`config.mk`:
```
export PLATFORM = sky130hd
export DESIGN_NAME = protobuf_wire_field_parser_flat
export DESIGN_NICKNAME = d
export VERILOG_FILES = /design/src/pwfp_pkg.sv /design/src/pwfp_if.sv /design/src/pwfp_in_stage.sv /design/src/pwfp_step.sv /design/src/protobuf_wire_field_parser.sv /design/src/flat_wrapper.sv
export SDC_FILE = /design/constraint.sdc
export NUM_CORES = 1
export LEC_CHECK = 0
export BUFFER_PORTS_ARGS = -buffer_cell sky130_fd_sc_hd__buf_2
export CAP_MARGIN = 20
export CELL_PAD_IN_SITES_DETAIL_PLACEMENT = 1
export CELL_PAD_IN_SITES_GLOBAL_PLACEMENT = 1
export CORE_UTILIZATION = 47
export CTS_CLUSTER_DIAMETER = 150
export CTS_CLUSTER_SIZE = 10
export DETAILED_ROUTE_END_ITERATION = 10
export PLACE_DENSITY = 0.81
export SLEW_MARGIN = 10
export SYNTH_ARGS = -nofsm -noshare
export SYNTH_HDL_FRONTEND = slang
export SYNTH_HIERARCHICAL = 1
export SYNTH_SLANG_ARGS = --single-unit
```
`constraint.sdc`:
```
create_clock -name clock -period 14.22 [get_ports clock]
set_clock_uncertainty 0.05 [all_clocks]
set_input_delay 0.711 -clock clock [delete_from_list [all_inputs] [get_ports clock]]
set_output_delay 0.711 -clock clock [all_outputs]
set_load 0.02 [all_outputs]
```
`src/pwfp_pkg.sv`:
```
// Shared constants, types and codes for the protobuf wire field parser.
`timescale 1ns / 1ps

package pwfp_pkg;

   // Width of the payload byte counter; lengths that do not fit are rejected.
   localparam int LEN_WIDTH = 32;

   localparam int VARINT_MAX_BYTES = 10;
   localparam int VARINT_DIGIT_BITS = 7;

   localparam logic [63:0] LEN_MAX = (LEN_WIDTH >= 64) ? {64{1'b1}} :
                                     ((64'd1 << LEN_WIDTH) - 64'd1);

   // Parser phases
   localparam logic [2:0] PH_TAG     = 3'd0;
   localparam logic [2:0] PH_VALUE   = 3'd1;
   localparam logic [2:0] PH_LENGTH  = 3'd2;
   localparam logic [2:0] PH_PAYLOAD = 3'd3;
   localparam logic [2:0] PH_DISCARD = 3'd4;

   // Result kinds
   localparam logic [1:0] KIND_HEADER  = 2'd0;
   localparam logic [1:0] KIND_PAYLOAD = 2'd1;
   localparam logic [1:0] KIND_ERROR   = 2'd2;

   // Error codes
   localparam logic [1:0] ERR_NONE     = 2'd0;
   localparam logic [1:0] ERR_TOO_LONG = 2'd1;
   localparam logic [1:0] ERR_BAD_WIRE = 2'd2;
   localparam logic [1:0] ERR_TRUNC    = 2'd3;

   // Wire types
   localparam logic [2:0] WIRE_VARINT = 3'd0;
   localparam logic [2:0] WIRE_I64    = 3'd1;
   localparam logic [2:0] WIRE_LEN    = 3'd2;
   localparam logic [2:0] WIRE_I32    = 3'd5;

   localparam logic [63:0] I64_BYTES = 64'd8;
   localparam logic [63:0] I32_BYTES = 64'd4;

   typedef logic [2:0] phase_type;

   typedef struct packed {
      phase_type              phase;
      logic [63:0]            accumulator;
      logic [3:0]             varint_byte_count;
      logic [31:0]            held_field;
      logic [2:0]             held_wire;
      logic [LEN_WIDTH-1:0]   bytes_left;
   } state_type;

   localparam state_type STATE_START = '{phase: PH_TAG, default: '0};

   typedef struct packed {
      logic [7:0] data_byte;
      logic       last_byte;
   } in_item_type;

   typedef struct packed {
      logic [1:0]  kind;
      logic [31:0] field_number;
      logic [2:0]  wire_type;
      logic [63:0] value;
      logic [7:0]  payload_byte;
      logic [1:0]  error_code;
      logic        msg_end;
   } result_type;

endpackage

```
`src/pwfp_if.sv`:
```
// Valid/ready channel interfaces for the byte input and the result output.
`timescale 1ns / 1ps

interface pwfp_req_if;
   logic       valid;
   logic       ready;
   logic [7:0] data_byte;
   logic       last_byte;

   modport source (output valid, output data_byte, output last_byte, input ready);
   modport sink   (input valid, input data_byte, input last_byte, output ready);
endinterface

interface pwfp_rsp_if;
   logic        valid;
   logic        ready;
   logic [1:0]  kind;
   logic [31:0] field_number;
   logic [2:0]  wire_type;
   logic [63:0] value;
   logic [7:0]  payload_byte;
   logic [1:0]  error_code;
   logic        msg_end;

   modport source (output valid, output kind, output field_number, output wire_type,
                   output value, output payload_byte, output error_code,
                   output msg_end, input ready);
   modport sink   (input valid, input kind, input field_number, input wire_type,
                   input value, input payload_byte, input error_code,
                   input msg_end, output ready);
endinterface

```
`src/pwfp_in_stage.sv`:
```
// Input register stage that captures one byte transfer at a time.
`timescale 1ns / 1ps

module pwfp_in_stage (
   input  logic                 clock,
   input  logic                 reset,
   pwfp_req_if.sink             req_chan,
   input  logic                 advance,
   output logic                 item_valid,
   output pwfp_pkg::in_item_type item
);
   import pwfp_pkg::*;

   logic        valid_ff;
   logic        valid_in;
   in_item_type item_ff;

   // The register may refill in the same cycle as its contents move on.
   assign req_chan.ready = !valid_ff || advance;

   always_comb begin
      valid_in = valid_ff;
      if (req_chan.ready) begin
         valid_in = req_chan.valid;
      end
   end

   always_ff @(posedge clock) begin
      if (reset) begin
         valid_ff <= 1'b0;
      end else begin
         valid_ff <= valid_in;
      end
      if (req_chan.valid && req_chan.ready) begin
         item_ff.data_byte <= req_chan.data_byte;
         item_ff.last_byte <= req_chan.last_byte;
      end
   end

   assign item_valid = valid_ff;
   assign item = item_ff;

endmodule

```
`src/pwfp_step.sv`:
```
// Next-state and result logic for one message byte.
`timescale 1ns / 1ps

module pwfp_step (
   input  pwfp_pkg::state_type   state_cur,
   input  pwfp_pkg::in_item_type item,
   output pwfp_pkg::state_type   state_nxt,
   output logic                  res_valid,
   output pwfp_pkg::result_type  res
);
   import pwfp_pkg::*;

   logic [5:0]  shift;
   logic [63:0] acc_new;
   logic [3:0]  cnt_new;
   logic        more;
   logic        too_long;
   logic        fail;
   logic [1:0]  fail_code;
   logic        restart;
   logic        emit;
   logic [1:0]  kind;
   logic [63:0] value;
   logic [7:0]  pay;
   state_type   body;

   assign shift    = 6'(state_cur.varint_byte_count * VARINT_DIGIT_BITS);
   assign acc_new  = state_cur.accumulator | ({57'd0, item.data_byte[6:0]} << shift);
   assign cnt_new  = state_cur.varint_byte_count + 4'd1;
   assign more     = item.data_byte[7];
   assign too_long = more && (cnt_new >= 4'(VARINT_MAX_BYTES));

   always_comb begin
      body      = state_cur;
      fail      = 1'b0;
      fail_code = ERR_NONE;
      restart   = 1'b0;
      emit      = 1'b0;
      kind      = KIND_HEADER;
      value     = '0;
      pay       = '0;

      case (state_cur.phase)
         PH_TAG: begin
            body.accumulator       = acc_new;
            body.varint_byte_count = cnt_new;
            if (too_long) begin
               fail      = 1'b1;
               fail_code = ERR_TOO_LONG;
            end else if (more) begin
               if (item.last_byte) begin
                  fail      = 1'b1;
                  fail_code = ERR_TRUNC;
               end
            end else begin
               body.held_field        = acc_new[34:3];
               body.held_wire         = acc_new[2:0];
               body.accumulator       = '0;
               body.varint_byte_count = '0;
               case (acc_new[2:0])
                  WIRE_VARINT, WIRE_LEN: begin
                     if (item.last_byte) begin
                        fail      = 1'b1;
                        fail_code = ERR_TRUNC;
                     end else begin
                        body.phase = (acc_new[2:0] == WIRE_VARINT) ? PH_VALUE : PH_LENGTH;
                     end
                  end
                  WIRE_I64, WIRE_I32: begin
                     if (item.last_byte) begin
                        fail      = 1'b1;
                        fail_code = ERR_TRUNC;
                     end else begin
                        value = (acc_new[2:0] == WIRE_I64) ? I64_BYTES : I32_BYTES;
                        emit  = 1'b1;
                        body.bytes_left = LEN_WIDTH'(value);
                        body.phase      = PH_PAYLOAD;
                     end
                  end
                  default: begin
                     fail      = 1'b1;
                     fail_code = ERR_BAD_WIRE;
                  end
               endcase
            end
         end

         PH_VALUE, PH_LENGTH: begin
            body.accumulator       = acc_new;
            body.varint_byte_count = cnt_new;
            if (too_long) begin
               fail      = 1'b1;
               fail_code = ERR_TOO_LONG;
            end else if (more) begin
               if (item.last_byte) begin
                  fail      = 1'b1;
                  fail_code = ERR_TRUNC;
               end
            end else if (state_cur.phase == PH_VALUE) begin
               emit    = 1'b1;
               value   = acc_new;
               restart = 1'b1;
            end else if (acc_new > LEN_MAX) begin
               fail      = 1'b1;
               fail_code = ERR_TRUNC;
            end else if ((acc_new != '0) && item.last_byte) begin
               fail      = 1'b1;
               fail_code = ERR_TRUNC;
            end else begin
               emit  = 1'b1;
               value = acc_new;
               if (acc_new == '0) begin
                  restart = 1'b1;
               end else begin
                  body.bytes_left        = acc_new[LEN_WIDTH-1:0];
                  body.accumulator       = '0;
                  body.varint_byte_count = '0;
                  body.phase             = PH_PAYLOAD;
               end
            end
         end

         PH_PAYLOAD: begin
            if ((state_cur.bytes_left > LEN_WIDTH'(1)) && item.last_byte) begin
               fail      = 1'b1;
               fail_code = ERR_TRUNC;
            end else begin
               emit = 1'b1;
               kind = KIND_PAYLOAD;
               pay  = item.data_byte;
               if ((state_cur.bytes_left <= LEN_WIDTH'(1)) || item.last_byte) begin
                  restart = 1'b1;
               end else begin
                  body.bytes_left = state_cur.bytes_left - LEN_WIDTH'(1);
               end
            end
         end

         default: begin
            // Discarding the rest of a failed message.
            restart = item.last_byte;
         end
      endcase

      // Results carry the field held at the moment they are raised.
      res.field_number = body.held_field;
      res.wire_type    = body.held_wire;
      res.kind         = fail ? KIND_ERROR : kind;
      res.value        = fail ? 64'd0 : value;
      res.payload_byte = fail ? 8'd0 : pay;
      res.error_code   = fail_code;
      res.msg_end      = item.last_byte;
      res_valid        = emit || fail;

      state_nxt = body;
      if (fail) begin
         if (item.last_byte) begin
            state_nxt = STATE_START;
         end else begin
            state_nxt.phase = PH_DISCARD;
         end
      end else if (restart) begin
         state_nxt = STATE_START;
      end
   end

endmodule

```
`src/protobuf_wire_field_parser.sv`:
```
// Top level of the protobuf wire-format field parser.
`timescale 1ns / 1ps

// Parses an encoded protobuf message at one byte per clock cycle while the output
// takes results: a byte transfer may be offered in every cycle and gives at most
// one result (field header, payload byte or error). Each byte passes an input
// register, the decode logic and the result register, where its result is
// offered on the output until it is taken. The parser state loop closes
// through the decode step, which sets the rate. Input ready follows output
// ready combinationally when both registers are full. No clearing pass is
// needed after reset.
module protobuf_wire_field_parser (
   input  logic        clock,
   input  logic        reset,
   pwfp_req_if.sink    req_chan,
   pwfp_rsp_if.source  rsp_chan
);
   import pwfp_pkg::*;

   logic        item_valid;
   in_item_type item;
   logic        out_free;
   logic        fire;
   logic        res_valid;
   result_type  res;
   state_type   state_ff;
   state_type   state_in;
   logic        rsp_valid_ff;
   logic        rsp_valid_in;
   result_type  rsp_data_ff;

   assign out_free = !rsp_valid_ff || rsp_chan.ready;
   assign fire     = item_valid && out_free;

   pwfp_in_stage u_in_stage (
      .clock      (clock),
      .reset      (reset),
      .req_chan   (req_chan),
      .advance    (out_free),
      .item_valid (item_valid),
      .item       (item)
   );

   pwfp_step u_step (
      .state_cur (state_ff),
      .item      (item),
      .state_nxt (state_in),
      .res_valid (res_valid),
      .res       (res)
   );

   always_comb begin
      rsp_valid_in = rsp_valid_ff;
      if (out_free) begin
         rsp_valid_in = fire && res_valid;
      end
   end

   always_ff @(posedge clock) begin
      if (reset) begin
         state_ff     <= STATE_START;
         rsp_valid_ff <= 1'b0;
      end else begin
         if (fire) begin
            state_ff <= state_in;
         end
         rsp_valid_ff <= rsp_valid_in;
      end
      if (fire && res_valid) begin
         rsp_data_ff <= res;
      end
   end

   assign rsp_chan.valid        = rsp_valid_ff;
   assign rsp_chan.kind         = rsp_data_ff.kind;
   assign rsp_chan.field_number = rsp_data_ff.field_number;
   assign rsp_chan.wire_type    = rsp_data_ff.wire_type;
   assign rsp_chan.value        = rsp_data_ff.value;
   assign rsp_chan.payload_byte = rsp_data_ff.payload_byte;
   assign rsp_chan.error_code   = rsp_data_ff.error_code;
   assign rsp_chan.msg_end      = rsp_data_ff.msg_end;

   // A field in its payload always has bytes still due.
   a_payload_nonzero: assert property (@(posedge clock) disable iff (reset)
      state_ff.phase == PH_PAYLOAD |-> state_ff.bytes_left != '0)
      else $error("payload phase with no bytes left");

   // The last byte of a message always leaves the parser expecting a tag.
   a_end_restarts: assert property (@(posedge clock) disable iff (reset)
      fire && item.last_byte |=> state_ff.phase == PH_TAG)
      else $error("parser not back at tag after last byte");

   // Error results carry a code, other results none.
   a_error_code: assert property (@(posedge clock) disable iff (reset)
      rsp_valid_ff |-> ((rsp_data_ff.kind == KIND_ERROR) == (rsp_data_ff.error_code != ERR_NONE)))
      else $error("result kind and error code disagree");

   // A varint never holds ten or more bytes between transfers.
   a_varint_count: assert property (@(posedge clock) disable iff (reset)
      state_ff.phase != PH_DISCARD |-> state_ff.varint_byte_count < 4'(VARINT_MAX_BYTES))
      else $error("varint byte count out of range");

   // A stalled result register never loses its transfer.
   a_no_overwrite: assert property (@(posedge clock) disable iff (reset)
      rsp_valid_ff && !rsp_chan.ready |=> rsp_valid_ff && $stable(rsp_data_ff))
      else $error("pending result overwritten");

endmodule

```
`src/flat_wrapper.sv`:
```
// flat-port wrapper written by rule: the top's interface ports become plain ports
module protobuf_wire_field_parser_flat import pwfp_pkg::*;
  (clock, reset, req_chan_valid, req_chan_data_byte, req_chan_last_byte, req_chan_ready, rsp_chan_valid, rsp_chan_kind, rsp_chan_field_number, rsp_chan_wire_type, rsp_chan_value, rsp_chan_payload_byte, rsp_chan_error_code, rsp_chan_msg_end, rsp_chan_ready);
  pwfp_req_if req_chan_i ();
  pwfp_rsp_if rsp_chan_i ();
  input  logic clock;
  input  logic reset;
  input wire logic [$bits(req_chan_i.valid)-1:0] req_chan_valid;
  input wire logic [$bits(req_chan_i.data_byte)-1:0] req_chan_data_byte;
  input wire logic [$bits(req_chan_i.last_byte)-1:0] req_chan_last_byte;
  output wire logic [$bits(req_chan_i.ready)-1:0] req_chan_ready;
  output wire logic [$bits(rsp_chan_i.valid)-1:0] rsp_chan_valid;
  output wire logic [$bits(rsp_chan_i.kind)-1:0] rsp_chan_kind;
  output wire logic [$bits(rsp_chan_i.field_number)-1:0] rsp_chan_field_number;
  output wire logic [$bits(rsp_chan_i.wire_type)-1:0] rsp_chan_wire_type;
  output wire logic [$bits(rsp_chan_i.value)-1:0] rsp_chan_value;
  output wire logic [$bits(rsp_chan_i.payload_byte)-1:0] rsp_chan_payload_byte;
  output wire logic [$bits(rsp_chan_i.error_code)-1:0] rsp_chan_error_code;
  output wire logic [$bits(rsp_chan_i.msg_end)-1:0] rsp_chan_msg_end;
  input wire logic [$bits(rsp_chan_i.ready)-1:0] rsp_chan_ready;
  assign req_chan_i.valid = req_chan_valid;
  assign req_chan_i.data_byte = req_chan_data_byte;
  assign req_chan_i.last_byte = req_chan_last_byte;
  assign req_chan_ready = req_chan_i.ready;
  assign rsp_chan_valid = rsp_chan_i.valid;
  assign rsp_chan_kind = rsp_chan_i.kind;
  assign rsp_chan_field_number = rsp_chan_i.field_number;
  assign rsp_chan_wire_type = rsp_chan_i.wire_type;
  assign rsp_chan_value = rsp_chan_i.value;
  assign rsp_chan_payload_byte = rsp_chan_i.payload_byte;
  assign rsp_chan_error_code = rsp_chan_i.error_code;
  assign rsp_chan_msg_end = rsp_chan_i.msg_end;
  assign rsp_chan_i.ready = rsp_chan_ready;
  protobuf_wire_field_parser u_core (.clock(clock), .reset(reset), .req_chan(req_chan_i), .rsp_chan(rsp_chan_i));
endmodule
```
==> out/qor.tcl <==
set qor(gpl.final_weighted_congestion) 0.893
set qor(largest_net_degree_at_the_start_of_global_routing) 169
set qor(worst_hold_startpoint) {req_chan_data_byte[4]}
set qor(postLayoutCellArea_mm2) 0.0181
set qor(io_buffer_count) 126
set qor(tritoncts_clock_tree) {done}
set qor(powerDensity_mw_per_mm2) 99.6
set qor(status) {complete, no violations}
set qor(finalWorstSetupSlack_ns) 5.66
set qor(final-hold-violation-count) 0
set qor(synth_top_area_share_pct) 21.8
set qor(final.setup.tns_ns) 0
set qor(htree_levels) 1
set qor(criticalPathCategory) {reg2reg}
set qor(rows) 68
set qor(hold_path_class) {in2reg}
set qor(numCtsBuffers) 30
set qor(placeableCoreArea_mm2) 0.0347
set qor(detailroute.via_count) 15288
set qor(synth_area_mm2) 0.0167
set qor(cts_root_buffer) {sky130_fd_sc_hd__clkbuf_16}
set qor(place_worst_setup_slack_ns) 5.85
set qor(die_width_um) 190
set qor(final_core_utilization_pct) 52.2
set qor(global_route_wire_length_before_repair_um) 88400
set qor(period_share_pct) 60.2
set qor(postSynthCellCount) 1835
set qor(arrival_ns) 8.94
set qor(ys_ff_latch) 261
set qor(register_to_register_setup_slack_ns) 5.66
set qor(synth-seq-area-share_pct) 38.6
set qor(viasPerCell) 6.60
set qor(post-route-min-period_ns) 8.56
set qor(die_height_um) 190
set qor(initial_core_util_pct) 48.0
set qor(first_global_vias) 15360
set qor(globalRouteMet1Util_pct) 41.9
set qor(holdPathEnd) {u_core/u_in_stage/item[5]}
set qor(area_delta_synth_final_pct) 8.60
set qor(grt_util_met3_pct) 3.61
set qor(cell_types_occupying_the_most_area_after_synthesis) {sky130_fd_sc_hd__edfxtp_1, sky130_fd_sc_hd__dfxtp_1, sky130_fd_sc_hd__nand4b_1, sky130_fd_sc_hd__a21oi_1, sky130_fd_sc_hd__nand2b_1}
set qor(timing.max_cap.violations) 0
set qor(postSynth.topFlopCell) {sky130_fd_sc_hd__dfxtp_1}
set qor(final.hold.worst_slack_ns) 0.259
set qor(fin_nets) 1867
set qor(synth-async-reset-ratio_pct) 0
set qor(critical_path_required_ns) 14.60
set qor(dpl-instance-area_mm2) 0.0172
set qor(power.leakage_nw) 5.86
set qor(syn_avg_cell_area_um2) 9.09
set qor(report.final.setup_viol) 0
set qor(drt_pre_antenna_iters) 6
set qor(numClockSinks) 261
set qor(worst_r2r_endpoint) {u_core/state_ff[109]}
set qor(setup.worst_path.end_class) {flip-flop}
set qor(antenna_found_initial) 0
set qor(synth_cell_type_count) 86
set qor(post-dp-hpwl_um) 35600
set qor(grt_remaining_overflow) 0
set qor(whs_path_depth) 1
set qor(report.final.slew_viol_count) 0
set qor(worst_pin_slew_ns) 1.28
set qor(synth-warning-count) 6
set qor(power.total_mw) 1.80
set qor(cts.repair.resized) 0
set qor(post-synth-top-area-cell) {sky130_fd_sc_hd__edfxtp_1}
set qor(dieArea_mm2) 0.0362
set qor(clk_pin_slew_ns) 0.07
set qor(cp-start-kind) {flip-flop}
set qor(globalRoute.busiestLayer) {met2}
set qor(io-pin-count) 127
set qor(routed_wl_um) 56800
set qor(globalRouteMet2Util_pct) 49.5
set qor(worstRegToRegCells) 18
set qor(drive_gt1_share_pct) 21.3
set qor(cp_max_fo) 70
set qor(r2r-start) {u_core/state_ff[67]}
set qor(final_antenna_net_count) 0
set qor(net_count_after_synthesis) 1861
set qor(ctsHoldBuffers) 0
set qor(vdd.ir_drop.worst_mv) 0.0724
set qor(post_cts.repair.setup_buffers) 0
set qor(setup_repair_after_global_routing_missed_its_margin) {no}
set qor(drt_iter0_drc) 1496
set qor(drt_drc) 0
set qor(clkLatencyLatePin_ns) 0.60
set qor(antenna_cells_inserted) 0
set qor(global_route.usage.total_pct) 30.8
set qor(fmax_mhz) 117
set qor(finish.cell_count_without_fillers) 2316
set qor(detail_route.wl_per_cell_um) 24.5
set qor(clock_path_buffers) 3
set qor(synth_enable_flop_cells) 121
set qor(post-place-cells) 2263
set qor(relSlewSlack_pct) 14.8
==> cells in the final DEF, fill, tap and decap left out, types with 18 or more instances in the layout <==
master	count
sky130_fd_sc_hd__nor3_1	32
sky130_fd_sc_hd__a21oi_1	207
sky130_fd_sc_hd__edfxtp_1	121
sky130_fd_sc_hd__nand2b_1	148
sky130_fd_sc_hd__o21ai_1	40
sky130_fd_sc_hd__inv_1	23
sky130_fd_sc_hd__o21ai_2	80
sky130_fd_sc_hd__clkbuf_1	20
sky130_fd_sc_hd__nand2_1	58
sky130_fd_sc_hd__clkbuf_16	30
sky130_fd_sc_hd__buf_2	125
sky130_fd_sc_hd__nor4_2	64
sky130_fd_sc_hd__nand3_1	22
sky130_fd_sc_hd__buf_4	32
sky130_fd_sc_hd__nand4b_1	138
sky130_fd_sc_hd__a211oi_1	30
sky130_fd_sc_hd__nor4_1	27
sky130_fd_sc_hd__dfxtp_1	139
sky130_fd_sc_hd__or3_1	18
sky130_fd_sc_hd__nor2_1	195
sky130_fd_sc_hd__o21ai_0	43
==> where the power goes <==
part           internal [mW]  total (mW)  switching, mW  leakage, nW
clock network          0.393       0.715          0.322        0.409
registers              0.810       0.822         0.0123         2.29
logic                 0.0706       0.267          0.197         3.16
total                   1.27        1.80          0.531         5.86
==> synthesized netlist by cell type (5+ instances only) <==
| master | instances |
|---|---|
| sky130_fd_sc_hd__nand3_1 | 22 |
| sky130_fd_sc_hd__o21ai_0 | 44 |
| sky130_fd_sc_hd__a211o_1 | 5 |
| sky130_fd_sc_hd__buf_6 | 31 |
| sky130_fd_sc_hd__nor2_1 | 195 |
| sky130_fd_sc_hd__nor4_2 | 62 |
| sky130_fd_sc_hd__a221oi_1 | 8 |
| sky130_fd_sc_hd__a21oi_1 | 207 |
| sky130_fd_sc_hd__or3_1 | 18 |
| sky130_fd_sc_hd__o21ai_2 | 80 |
| sky130_fd_sc_hd__nand2b_1 | 149 |
| sky130_fd_sc_hd__buf_2 | 37 |
| sky130_fd_sc_hd__inv_1 | 23 |
| sky130_fd_sc_hd__nand4b_1 | 138 |
| sky130_fd_sc_hd__a211oi_1 | 30 |
| sky130_fd_sc_hd__nand3b_1 | 5 |
| sky130_fd_sc_hd__o22a_1 | 16 |
| sky130_fd_sc_hd__mux2i_1 | 15 |
| sky130_fd_sc_hd__a31oi_1 | 15 |
| sky130_fd_sc_hd__ha_1 | 9 |
| sky130_fd_sc_hd__clkbuf_1 | 107 |
| sky130_fd_sc_hd__a211oi_2 | 16 |
| sky130_fd_sc_hd__nor4_1 | 29 |
| sky130_fd_sc_hd__xnor2_1 | 8 |
| sky130_fd_sc_hd__or4_1 | 8 |
| sky130_fd_sc_hd__or2_2 | 5 |
| sky130_fd_sc_hd__edfxtp_1 | 121 |
| sky130_fd_sc_hd__a21oi_2 | 12 |
| sky130_fd_sc_hd__o22ai_1 | 5 |
| sky130_fd_sc_hd__dfxtp_1 | 140 |
| sky130_fd_sc_hd__o211ai_1 | 6 |
| sky130_fd_sc_hd__a21o_1 | 5 |
| sky130_fd_sc_hd__xor2_1 | 5 |
| sky130_fd_sc_hd__and3_1 | 7 |
| sky130_fd_sc_hd__o21ai_1 | 40 |
| sky130_fd_sc_hd__nand4_1 | 8 |
| sky130_fd_sc_hd__nor2b_1 | 9 |
| sky130_fd_sc_hd__nor3_1 | 32 |
| sky130_fd_sc_hd__nand2_1 | 58 |
| sky130_fd_sc_hd__buf_1 | 7 |
| sky130_fd_sc_hd__and2_1 | 15 |
==> how the worst max path moves through the flow <==
stage / start / to / slack, ns / cells after the start
final: u_core/state_ff[67] / u_core/state_ff[109] / 5.66 / 18
after global routing: u_core/state_ff[67] / u_core/state_ff[104] / 5.22 / 18
after CTS: u_core/state_ff[67] / u_core/state_ff[109] / 5.84 / 18
after detailed placement: u_core/state_ff[67] / u_core/state_ff[132] / 5.85 / 18
after global placement: u_core/state_ff[67] / u_core/state_ff[134] / 6.13 / 18
after floorplan: u_core/state_ff[69] / u_core/rsp_chan.error_code[0] / 4.34 / 17
==> routing by layer <==
layer | vias to the layer above | share of wire [%]
met1 | 7726 | 44
met5 | - | 0
li1 | 6863 | -
met3 | 142 | 6.1
met2 | 557 | 46
met4 | 0 | 3.7
==> sequential cells by signal, summed over array words and instances, names as in the netlist, 2 cells and up <==
name	count
u_core/state_ff	138
u_core/rsp_chan.value	64
u_core/rsp_chan.field_number	32
u_core/u_in_stage/item	9
u_core/rsp_chan.payload_byte	8
u_core/rsp_chan.wire_type	3
u_core/rsp_chan.error_code	2
u_core/rsp_chan.kind	2
==> logic make-up after synthesis <==
kind of cell | Yosys count | synth area share [%]
compound gates | 540 | 21.7
xor+xnor | 13 | 0.683
fa+ha+maj | 13 | 1.16
buf+inv | 210 | 6.47
flops | 261 | 38.6
mux | 23 | 1.73
simple gates | 775 | 29.6
==> critical path, stage by stage (launching register included) <==
cell	delay [ns]
sky130_fd_sc_hd__dfxtp_1	1.01
sky130_fd_sc_hd__fa_1	0.55
sky130_fd_sc_hd__ha_1	0.22
sky130_fd_sc_hd__inv_1	0.08
sky130_fd_sc_hd__fa_1	0.36
sky130_fd_sc_hd__xor2_1	0.40
sky130_fd_sc_hd__and3_1	0.35
sky130_fd_sc_hd__or3_1	0.66
sky130_fd_sc_hd__a21oi_1	0.82
sky130_fd_sc_hd__nand4_1	0.23
sky130_fd_sc_hd__nor4_2	0.49
sky130_fd_sc_hd__nand2_1	0.13
sky130_fd_sc_hd__o41ai_1	0.59
sky130_fd_sc_hd__o21ba_4	0.28
sky130_fd_sc_hd__buf_4	0.83
sky130_fd_sc_hd__buf_4	0.95
sky130_fd_sc_hd__nor4_2	0.14
sky130_fd_sc_hd__nand4b_1	0.17
sky130_fd_sc_hd__o21ai_2	0.07
==> final cells by class <==
cell class / instances / area (um^2)
fillers: 4018 / 16600
multi-input cells: 1364 / 9220
flip-flops and latches: 261 / 6440
repair buffers: 160 / 925
clock buffers: 50 / 826
well taps: 455 / 569
inverters: 24 / 90.1
clock inverters: 2 / 38.8
(Power assumes the default switching activity.)
